## src/rtl/core/mtfd_pkg.sv

```systemverilog
// shared types and constants for the move-to-front event dedup block
package mtfd_pkg;

    localparam int HISTORY_DEPTH_DEF = 256;

    localparam int SRC_W  = 32;
    localparam int LINE_W = 20;
    localparam int MSG_W  = 32;
    localparam int HELD_W = 9;

    localparam int KEY_W     = SRC_W + LINE_W + MSG_W;
    localparam int IN_DATA_W = ((KEY_W + 7) / 8) * 8;
    localparam int OUT_W     = 1 + HELD_W;
    localparam int OUT_DATA_W = ((OUT_W + 7) / 8) * 8;

    typedef struct packed {
        logic [MSG_W-1:0]  message_tag;
        logic [LINE_W-1:0] line_number;
        logic [SRC_W-1:0]  source_tag;
    } t_key;

    // per-cycle commands from the sequencer to every cell of the row
    typedef struct packed {
        logic cmp;
        logic shift;
    } t_cell_ctl;

endpackage

```

## src/rtl/core/mtfd_cell.sv

```systemverilog
// one history cell: holds a key, compares it and takes its neighbor's key on a shift
module mtfd_cell
    import mtfd_pkg::*;
#(
    parameter int CELL_IDX = 0,
    parameter int OCC_W    = 9,
    parameter int IDX_W    = 8
) (
    input  logic             i_clk,
    input  logic             i_rst_n,
    input  t_cell_ctl        i_ctl,
    input  logic [OCC_W-1:0] i_occ,
    input  logic [IDX_W-1:0] i_top,
    input  t_key             i_key,
    input  t_key             i_prev,
    output t_key             o_entry,
    output logic             o_match
);

    t_key r_entry;
    logic r_match;
    logic w_live;
    logic w_load;

    // only cells below the occupancy hold a real key
    assign w_live = OCC_W'(CELL_IDX) < i_occ;
    // cells from the head down to the top index move one place deeper
    assign w_load = IDX_W'(CELL_IDX) <= i_top;

    always_ff @(posedge i_clk) begin
        if (i_ctl.shift && w_load) begin
            r_entry <= i_prev;
        end
    end

    always_ff @(posedge i_clk) begin
        if (!i_rst_n) begin
            r_match <= 1'b0;
        end else if (i_ctl.cmp) begin
            r_match <= w_live && (r_entry == i_key);
        end
    end

    assign o_entry = r_entry;
    assign o_match = r_match;

endmodule

```

## config.mk

```make
export PLATFORM = sky130hd
export DESIGN_NAME = mtfd_cell
export DESIGN_NICKNAME = d
export VERILOG_FILES = /design/src/rtl/core/mtfd_pkg.sv /design/src/rtl/core/mtfd_cell.sv
export SDC_FILE = /design/constraint.sdc
export NUM_CORES = 1
export LEC_CHECK = 0
export BUFFER_PORTS_ARGS = -buffer_cell sky130_fd_sc_hd__buf_2
export CELL_PAD_IN_SITES_DETAIL_PLACEMENT = 1
export CELL_PAD_IN_SITES_GLOBAL_PLACEMENT = 1
export CORE_UTILIZATION = 30
export CTS_BUF_LIST = sky130_fd_sc_hd__clkbuf_2 sky130_fd_sc_hd__clkbuf_4 sky130_fd_sc_hd__clkbuf_8
export CTS_CLUSTER_DIAMETER = 80
export DETAILED_ROUTE_END_ITERATION = 10
export PLACE_DENSITY_LB_ADDON = 0.1
export SLEW_MARGIN = 20
export SYNTH_ARGS = -nofsm -noshare
export SYNTH_HDL_FRONTEND = slang
export SYNTH_SLANG_ARGS = --single-unit
```

## constraint.sdc

```tcl
create_clock -name i_clk -period 2.25 [get_ports i_clk]
set_input_delay 0.225 -clock i_clk [delete_from_list [all_inputs] [get_ports i_clk]]
set_output_delay 0.225 -clock i_clk [all_outputs]
set_load 0.01 [all_outputs]
```

-- Word level (Yosys, flattened, before mapping)
Index checks and enable logic that the tools add are counted.
- output and inout port bits: 85
- input port bits: 189
- bits in registers: 85
- logic and storage cells: 9
- equality and inequality tests: 1
- reductions and logical operators: 2
- order comparisons: 2
- operators with widths (cell ; count):
    $eq A84 B84 Y1 ; 1
    $lt A1 B9 Y1 const A ; 1
    $le A1 B8 Y1 const A ; 1
    $logic_and A1 B1 Y1 ; 2

-- Logic depth before layout (Yosys ltp)
- depth in word-level cells: 2
- depth in mapped cells: 6
- gate-level depth less buffers: 6

-- Least setup slack after synthesis
Ideal clock, no wire load.
- path kind: reg-to-reg
- start point: register r_entry, in the netlist o_entry[81]
- end point: register r_match (netlist: o_match)
- arrival: 1.882 ns
- library setup time: 0.069 ns
- path slack: 0.299 ns
- period minus slack after synthesis: 1.951 ns
- stages on the path, launching flop included: 7
- buffers on the path: 0
- data required time: 2.181 ns
- cells stage by stage: edfxtp_1 nor2b_1 a2111o_1 a2111oi_2 nand4_1 or4_1 o21ai_1
- cells in the longest elaborated chain, start to end: 2
- RTL lines (element ; line ; text):
    start: declaration ; mtfd_cell.sv:20 ; t_key r_entry;
    start signal: assignment ; mtfd_cell.sv:32 ; r_entry <= i_prev;
    $eq A84 B84 Y1 ; mtfd_cell.sv:40 ; r_match <= w_live && (r_entry == i_key);
    $logic_and A1 B1 Y1 ; mtfd_cell.sv:40 ;
    end signal: assignment ; mtfd_cell.sv:40 ;
    end: declaration ; mtfd_cell.sv:21 ; logic r_match;
Every way passes these cells.
A chain may end at the register's enable or synchronous reset.

-- Worst setup path in the final report
- start point: register r_entry, in the netlist o_entry[59]
- end point: register r_match (netlist: o_match)
The elaborated chain is that of the path after synthesis.

==> results.ini <==
[run_status]
status=finished clean

[detailed_routing]
wl_per_cell_um=17.0
ant_nets=0
drc_errors=0
drtIter0Drc=74
viasPerCell=4.59
firstDrtPassIters=4
wirelength_mm=11.6
vias=3147

[layout]
drive_above_1_share=0.529
syn_to_final_growth_pct=47.6
design_area_sq_mm=0.00544
multi_input_area_sq_um=998
fillerInstances=1379
postLayoutCoreUtil=0.453
seq_area_sq_mm=0.00254
finalNetCount=725
antenna_cells=0

[setup_path]
worst_setup_path_end_kind=flip-flop
crit_arrival_ns=2.41
worst-setup-path-type=reg2reg
crit_fanout=3
rr_startpoint=o_entry[59]$_DFFE_PP_
start_kind=flip-flop
reg2reg_slack_ns=0.12
reg2regPathDepth=6
worstPathRequired_ns=2.53
crit_start=o_entry[59]$_DFFE_PP_
r2r-end=o_match$_SDFFE_PN0P_

[timing]
finalClockSkew_ns=0.0129
setup_tns_ns=0
setup_violations=0
slew-limit-headroom=0.711
layout_setup_ws_ns=0.125
rsz0062_at_grt=false
slew_violations=0
worst_pin_slew_ns=0.422
hold_viol_final=0
hold_ws_ns=0.0352
post-route-min-period_ns=2.13
period_share=0.944
timing.fmax_ghz=0.471

[place]
gp_congestion=0.756
io_buffers=265
dp_hpwl_mm=9.88
dpl-instance-area_sq_mm=0.00524
place_ws_ns=0.106

[floorplanning]
io_pins=274
core_sq_mm=0.0120
die_h_um=113
fp.dieW_um=113
start_util=0.307
core.rowCount=40
dieArea_sq_mm=0.0127

[global_routing]
grt_max_degree=42
grt_first_pass_wirelength_mm=17.1
grt_pass1_vias=3279
grt_usage=0.184
gr-total-overflow=0
antenna_found_initial=1

[yosys]
synthCells=255
synth.cell_area_sq_mm=0.00368
ys_seq_area_frac=0.690
yosysTopAreaCell=edfxtp_1
netlist_top_cells_area=edfxtp_1, xor2_1, xnor2_1
syn_avg_cell_area_sq_um=14.4
ys_types=29
ys_warn_count=0
yosys_register_bits=85
synth_top_area_share=0.685
synth_fp_nets=444

[min_path]
min_delay_path_depth=1
hold_class=in2reg
min_from=i_prev[72]
min_to=o_entry[72]$_DFFE_PP_

[clock_tree]
clk_pin_slew_ns=0.09
clock_path_buffers=2
cts_htree_levels=3
cts.sinks=85
cts_root_buf=clkbuf_8
cts_tree=done
numCtsBuffers=9
clkLatencyLatePin_ns=0.36

[power_and_ir_drop]
p_per_area_mw_per_mm2=665
irDropWorstVdd_uv=317
p_leak_nw=2.49

[job]
cap_violations=0

-- cells in the mapped netlist, drive strengths merged --
master and number:
dfxtp 1, o22ai 15, nand4 9, a22oi 1, xnor2 20, a221oi 3, nor2b 7, a2111oi 3
and2b 1, nand2 1, nor4bb 1, or4 1, o2111ai 3, nand2b 9, nor2 3, nor3 3
inv 41, o2bb2ai 5, a2111o 2, edfxtp 84, nand3b 1, nand3 2, o21ai 1, a211o 1
a22o 5, xor2 21, nor4 11
-- power breakdown --
group / internal [W] / leakage, nW / switching, W
registers: 0.00188 / 0.830 / 0.0000801
logic: 0.000305 / 1.57 / 0.000305
clock network: 0.000521 / 0.0935 / 0.000520
-- per-layer routing --
layer,GRT usage,wire [um]
met5,0,17
met4,0.0827,274
met3,0.0466,768
met2,0.332,6050
met1,0.203,4530
-- critical path, cell delays in order, from the launching register on --
cell and delay [ns]:
edfxtp_1 0.40, nor2b_1 0.17, a2111o_1 0.44, a2111oi_4 0.32, nand4_1 0.17, or4_1 0.44
o21ai_1 0.12
-- repair_timing --
| action | 4_1_cts | 5_1_grt |
|---|---|---|
| hold buffers | 0 | 0 |
| endpoints found under the setup margin | 0 | 1 |
| gates resized for setup | 0 | 1 |
| setup buffers | 0 | 1 |
-- placed cells by master, fill, tap and decap left out, types with 2 or more instances in the layout --
master	synthesis	routed
a221oi_1	3	3
nor4_1	11	11
nor2b_1	7	7
nand4_1	9	9
nand2b_1	9	9
nor2_1	3	3
edfxtp_1	84	84
buf_4	0	5
o2111ai_1	3	3
xor2_1	21	21
clkbuf_4	0	2
nand3_1	2	2
a22o_1	5	5
xnor2_1	20	20
nor3_1	3	3
buf_2	0	264
inv_1	41	41
clkbuf_8	0	9
a2111o_1	2	2
a2111oi_4	1	2
o2bb2ai_1	5	5
o22ai_1	15	15
-- flip-flops by register name, indices dropped and copies added (netlist names) --
name and cells:
o_entry 84, o_match 1
-- worst max-delay path by stage --
stage / cells past startpoint / end
CTS: 6 / o_match$_SDFFE_PN0P_
floorplan: 6 / o_match$_SDFFE_PN0P_
detailed placement: 6 / o_match$_SDFFE_PN0P_
global placement: 6 / o_match$_SDFFE_PN0P_
finish: 6 / o_match$_SDFFE_PN0P_
global route: 6 / o_match$_SDFFE_PN0P_
-- through the flow --
step	std cells	total power (W)
final	686	0.00361
after CTS	685	0.00366
after global routing	686	0.00377
after global placement	671	0.00259
after detailed placement	671	0.00261
after floorplan	255	0.00222
-- cell type report --
cell class                      instances  area share
Clock buffer                           11      0.0256
Clock inverter                          3     0.00714
Inverter                               41      0.0283
Multi-Input combinational cell        129       0.184
Sequential cell                        85       0.468
Tap cell                              147      0.0338
Timing Repair Buffer                  270       0.254
-- kinds of logic after synthesis --
kind of cell / share of synthesized area
flip-flops: 0.690
AO/OA/AOI/OAI: 0.0894
XOR/XNOR: 0.0975
AND/OR/NAND/NOR: 0.0809
buffers and inverters: 0.0418
No activity file was read; power rests on OpenSTA's default activity.
