==> config.mk <==
export PLATFORM = sky130hd
export DESIGN_NAME = mtfd_match_enc
export DESIGN_NICKNAME = d
export VERILOG_FILES = /design/src/rtl/core/mtfd_pkg.sv /design/src/rtl/core/mtfd_match_enc.sv
export SDC_FILE = /design/constraint.sdc
export NUM_CORES = 1
export LEC_CHECK = 0
export BUFFER_PORTS_ARGS = -buffer_cell sky130_fd_sc_hd__buf_2
export CORE_AREA = 3 3 102 104
export CTS_BUF_LIST = sky130_fd_sc_hd__clkbuf_2
export CTS_CLUSTER_SIZE = 30
export DETAILED_ROUTE_END_ITERATION = 10
export DIE_AREA = 0 0 105 107
export GPL_ROUTABILITY_DRIVEN = 1
export SLEW_MARGIN = 30
export SYNTH_ARGS = -nofsm -noshare
export SYNTH_HDL_FRONTEND = slang
export SYNTH_SLANG_ARGS = --single-unit
export TNS_END_PERCENT = 10
==> constraint.sdc <==
create_clock -name i_clk -period 4.37 [get_ports i_clk]
set_input_delay 0.2185 -clock i_clk [delete_from_list [all_inputs] [get_ports i_clk]]
set_output_delay 0.2185 -clock i_clk [all_outputs]
set_load 0.01 [all_outputs]
==> src/rtl/core/mtfd_pkg.sv <==
// shared types and constants for the move-to-front event dedup block
package mtfd_pkg;

    localparam int HISTORY_DEPTH_DEF = 256;

    localparam int SRC_W  = 32;
    localparam int LINE_W = 20;
    localparam int MSG_W  = 32;
    localparam int HELD_W = 9;

    localparam int KEY_W     = SRC_W + LINE_W + MSG_W;
    localparam int IN_DATA_W = ((KEY_W + 7) / 8) * 8;
    localparam int OUT_W     = 1 + HELD_W;
    localparam int OUT_DATA_W = ((OUT_W + 7) / 8) * 8;

    typedef struct packed {
        logic [MSG_W-1:0]  message_tag;
        logic [LINE_W-1:0] line_number;
        logic [SRC_W-1:0]  source_tag;
    } t_key;

    // per-cycle commands from the sequencer to every cell of the row
    typedef struct packed {
        logic cmp;
        logic shift;
    } t_cell_ctl;

endpackage

==> src/rtl/core/mtfd_match_enc.sv <==
// registered one-hot to index encoder for the match vector of the cell row
module mtfd_match_enc
    import mtfd_pkg::*;
#(
    parameter int HISTORY_DEPTH = HISTORY_DEPTH_DEF,
    parameter int IDX_W         = 8
) (
    input  logic                     i_clk,
    input  logic                     i_rst_n,
    input  logic                     i_en,
    input  logic [HISTORY_DEPTH-1:0] i_match,
    output logic                     o_any,
    output logic [IDX_W-1:0]         o_idx
);

    logic             r_any;
    logic [IDX_W-1:0] r_idx;
    logic             n_any;
    logic [IDX_W-1:0] n_idx;

    // held keys are unique, so at most one bit is set and an or of indexes works
    always_comb begin
        n_idx = '0;
        for (int k = 0; k < HISTORY_DEPTH; k++) begin
            if (i_match[k]) begin
                n_idx = n_idx | IDX_W'(k);
            end
        end
        n_any = |i_match;
    end

    always_ff @(posedge i_clk) begin
        if (!i_rst_n) begin
            r_any <= 1'b0;
        end else if (i_en) begin
            r_any <= n_any;
        end
    end

    always_ff @(posedge i_clk) begin
        if (i_en) begin
            r_idx <= n_idx;
        end
    end

    assign o_any = r_any;
    assign o_idx = r_idx;

endmodule

Yosys cells after proc, flatten, opt, wreduce, memory -nomap -nowiden

Index checks and enable logic that the tools add are counted.

$add $sub $neg: 0
Multipliers: 0
Divide/modulo/power cells: 0
Order comparisons: 0
Eq/ne operators: 1
Shifts and indexed selects: 0
Multiplexer cells: 255
Bitwise gates (word level): 0
Reductions and logical operators: 8

Operators by type and width:

| kind                                                  | number |
|---|---|
| two-way mux 8 bit                                     | 126 |
| two-way mux 7 bit                                     | 64 |
| OR reduction 256 bit                                  | 1 |
| two-way mux 6 bit                                     | 32 |
| OR reduction 128 bit                                  | 1 |
| two-way mux 5 bit                                     | 16 |
| OR reduction 64 bit                                   | 1 |
| two-way mux 4 bit                                     | 8 |
| OR reduction 32 bit                                   | 1 |
| OR reduction 16 bit                                   | 1 |
| two-way mux 3 bit                                     | 4 |
| OR reduction 8 bit                                    | 1 |
| two-way mux 2 bit                                     | 2 |
| OR reduction 4 bit                                    | 1 |
| two-way mux 1 bit                                     | 3 |
| inequality test 2 x 1 -> 1 bit, second input constant | 1 |
| OR reduction 2 bit                                    | 1 |

Bits in registers: 9
Latch bits: 0
RAM bits: 0
Memory bits (read-only): 0
Input bits: 259
Output and inout port bits: 9
Logic and storage cells: 273
Memories: 0

Depth between registers and ports, before layout

Word-level depth: 253
Mapped depth: 5
Mapped depth without buffers: 5

Worst setup path before layout

Ideal clock, no wire load.

Kind: input to register
Start: in i_match[13]
End: reg r_idx[0], in the netlist o_idx[0] (data pin)
Library setup time: 0.267 ns
Data arrival time: 1.498 ns
Slack: 2.605 ns
Stages: 4
Buffers on the path: 0
Cell sequence: or4_1 > or4_4 > nor4_1 > nand3_1

Longest elaborated chain between the ends: 241

Ends and longest elaborated chain:

| what                             | RTL line             | text |
|---|---|---|
| from (decl)                      | mtfd_match_enc.sv:11 | `input logic [HISTORY_DEPTH-1:0] i_match,` |
| two-way mux 4 bit (3 in a row)   | mtfd_match_enc.sv:25 | `if (i_match[k]) begin` |
| two-way mux 5 bit (16 in a row)  | mtfd_match_enc.sv:25 |  |
| two-way mux 6 bit (32 in a row)  | mtfd_match_enc.sv:25 |  |
| two-way mux 7 bit (64 in a row)  | mtfd_match_enc.sv:25 |  |
| two-way mux 8 bit (126 in a row) | mtfd_match_enc.sv:25 |  |
| to (signal assigned)             | mtfd_match_enc.sv:42 | `r_idx <= n_idx;` |
| to (decl)                        | mtfd_match_enc.sv:17 | `logic [IDX_W-1:0] r_idx;` |

Every way passes these cells.
A chain may end at the register's enable or synchronous reset.

Final worst setup path

Start: in i_match[121]
End: reg r_idx[6], in the netlist o_idx[6] (data pin)

Longest elaborated chain between the ends: 71

Ends and longest elaborated chain:

| what                            | RTL line |
|---|---|
| two-way mux 7 bit (7 in a row)  | mtfd_match_enc.sv:25 |
| two-way mux 8 bit (64 in a row) | mtfd_match_enc.sv:25 |

Every way passes these cells.

==> run metrics <==
wire per inst=26.8 um; GRT overflow=0; worst-skew pair later-pin latency=0.26 ns; Post-Synth XOR/XNOR Area=0; Port Buffers=267; min cycle time layout=2.06 ns; Synth Warn #=0; Synth Area in Compound Gates=0.00683; Post-Synth Adder-Cell Area=0; CP max FO=2; main combinational cell family by area after synthesis=simple AND/OR/NAND/NOR gates; clk root buf=clkbuf_2; post-synthesis mux area share=0; RSZ-0062 raised after global routing=no; # Post-CTS Setup Buffers=0; total power=391 uW; reg-to-reg slack, setup=3.71 ns; CTS tree=done; cell area power density=123 nW/um2; final period utilization=0.471; Max VDD drop=0.0507 mV; DR pass1 iterations=5; Layout Skew=0 ns; WHS=0.212 ns; fraction of layout cells with a size suffix above 1=0.528; Slew Limit Fails=0; post-route ant nets=0; WP data arrival=2.05 ns; Initial Utilization=0.171; Area Overhead vs Synth=93.5%; #FFs+latches synth=9; Core Footprint=9640 um2; post-route DRC violation count=0; final setup fails=0; Worst Tran Pin Value=0.986 ns; WL final=17.6 mm; CP max stage delay=0.70 ns; CP max-delay cell=nor4_1; Data required, critical path=4.36 ns; outcome=finished clean; Syn Nets=510; first-pass GRT wire length=24.4 mm; Max clock buf depth=2; synthesized area per cell=6.57 um2; post-synth top area share=0.357; Post-Synthesis Cells=251; synth unique cells=23; pin count of the biggest net entering global routing=11; FP Rows=36; Final nets=783; Layout Utilization=0.331; # resized after CTS=0; max_cap viols=0; LEAKAGE=1.34 nW; pre-CTS worst setup slack=2.04 ns; crit path capture type=register; Final WS setup=2.31 ns; Die Area=11200 um2; Initial DRC Count=287; Worst-path clk slew=0.09 ns; Die Width=105 um; Post-Syn Area=1650 um2; maximum clock rate=485 MHz; Hold-fix buffers, CTS=0; I/O pins=268; area leader, netlist=nor4_1; Crit Path Category=primary input to register; number of global-route vias before repair=3835; depth of the CTS H-tree=1; sum of negative setup slack=0 ns; DIE HEIGHT=107 um; clk sinks=9; CTS Buf Count=3; Vias=3754; Critical Path Source Type=primary input; initial antenna violation count=1; Max-slew headroom=0.336; Final Hold Fails=0; critical-path cell list=buf_2 -> nor4_1 -> and3_1 -> nand4_1 -> nor4_1 -> nand4_1; Simple-Gate Fraction of Synth Area=0.835; sequential share of the synthesized area=0.158; routability cong.=1.01; Post-DP HPWL=16.5 mm; DR vias/cell=5.71; synth top area cells=nor4_1, edfxtp_1, nand4_1; HP Class=primary input to register; gr usage total=0.296
[layout make-up]
cell class | count | area [um2]
diodes | 2 | 5.00
clock buffers | 4 | 20.0
fillers | 1161 | 6450
multi-input cells | 242 | 1390
flip-flops and latches | 9 | 260
well taps | 133 | 166
repair buffers | 268 | 1340
[power breakdown]
group / internal [mW] / switching, mW / total (mW)
combinational: 0.103 / 0.128 / 0.231
sequential: 0.0977 / 0.00230 / 0.100
clock: 0.0243 / 0.0358 / 0.0601
[layout by cell type (no fill, tap or decap)]
cell type / Yosys / final
nand4b_1: 1 / 1
nand3_1: 13 / 13
edfxtp_1: 8 / 8
nand2_1: 13 / 13
or4_1: 10 / 10
dfxtp_1: 1 / 1
nor4_1: 94 / 93
nor3_1: 29 / 29
nor2_1: 33 / 33
diode_2: 0 / 2
a31oi_1: 1 / 1
and4_1: 3 / 3
nor4b_1: 1 / 1
nand4bb_1: 1 / 1
nor2b_1: 1 / 1
buf_2: 0 / 267
nand3b_1: 1 / 1
nand4_1: 32 / 32
nand2b_1: 1 / 1
buf_4: 0 / 1
or4_4: 1 / 1
nor4_2: 1 / 2
clkbuf_2: 0 / 4
o21ai_0: 1 / 1
or3_1: 1 / 1
and3_1: 3 / 3
or2_2: 1 / 1
[kinds of logic after synthesis]
logic type / Yosys count
AOI/OAI and AO/OA: 2
DFF: 9
and+or+nand+nor: 240
[critical path, delay by kind of cell]
family / cells / cell delay [ns]
buf+inv: 1 / 0.11
simple gates: 5 / 1.72
[state kept, by name, indices dropped and copies added (netlist names)]
register,flops
o_idx,8
o_any,1
[cell usage after synthesis, drive strengths merged]
master   count
or3          1
nand2b       1
nor4b        1
nor2        33
a31oi        1
or2          1
nand4bb      1
and3         3
dfxtp        1
edfxtp       8
nand2       13
nand4       32
nand3b       1
or4         11
and4         3
nor3        29
nand3       13
nor4        95
o21ai        1
nor2b        1
nand4b       1
[metrics by stage]
| step | instance area, um2 | std cells |
|---|---|---|
| 2_1_floorplan | 1650 | 251 |
| 3_3_place_gp | 3160 | 652 |
| 3_5_place_dp | 3160 | 652 |
| 4_1_cts | 3180 | 656 |
| 5_1_grt | 3190 | 657 |
| 6_report | 3190 | 658 |
[routing by layer]
layer	part of all wire	track usage
met5	0	0
met4	0.037	0.110
met3	0.11	0.0620
met2	0.47	0.506
met1	0.38	0.366
[final timing paths]
kind | from | to | depth (start not counted)
max | i_match[121] | o_idx[6] | 6
min | i_rst_n | o_any | 3
max reg2reg | o_any | o_any | 2
min reg2reg | o_any | o_any | 2
No activity file was read; power rests on OpenSTA's default activity.
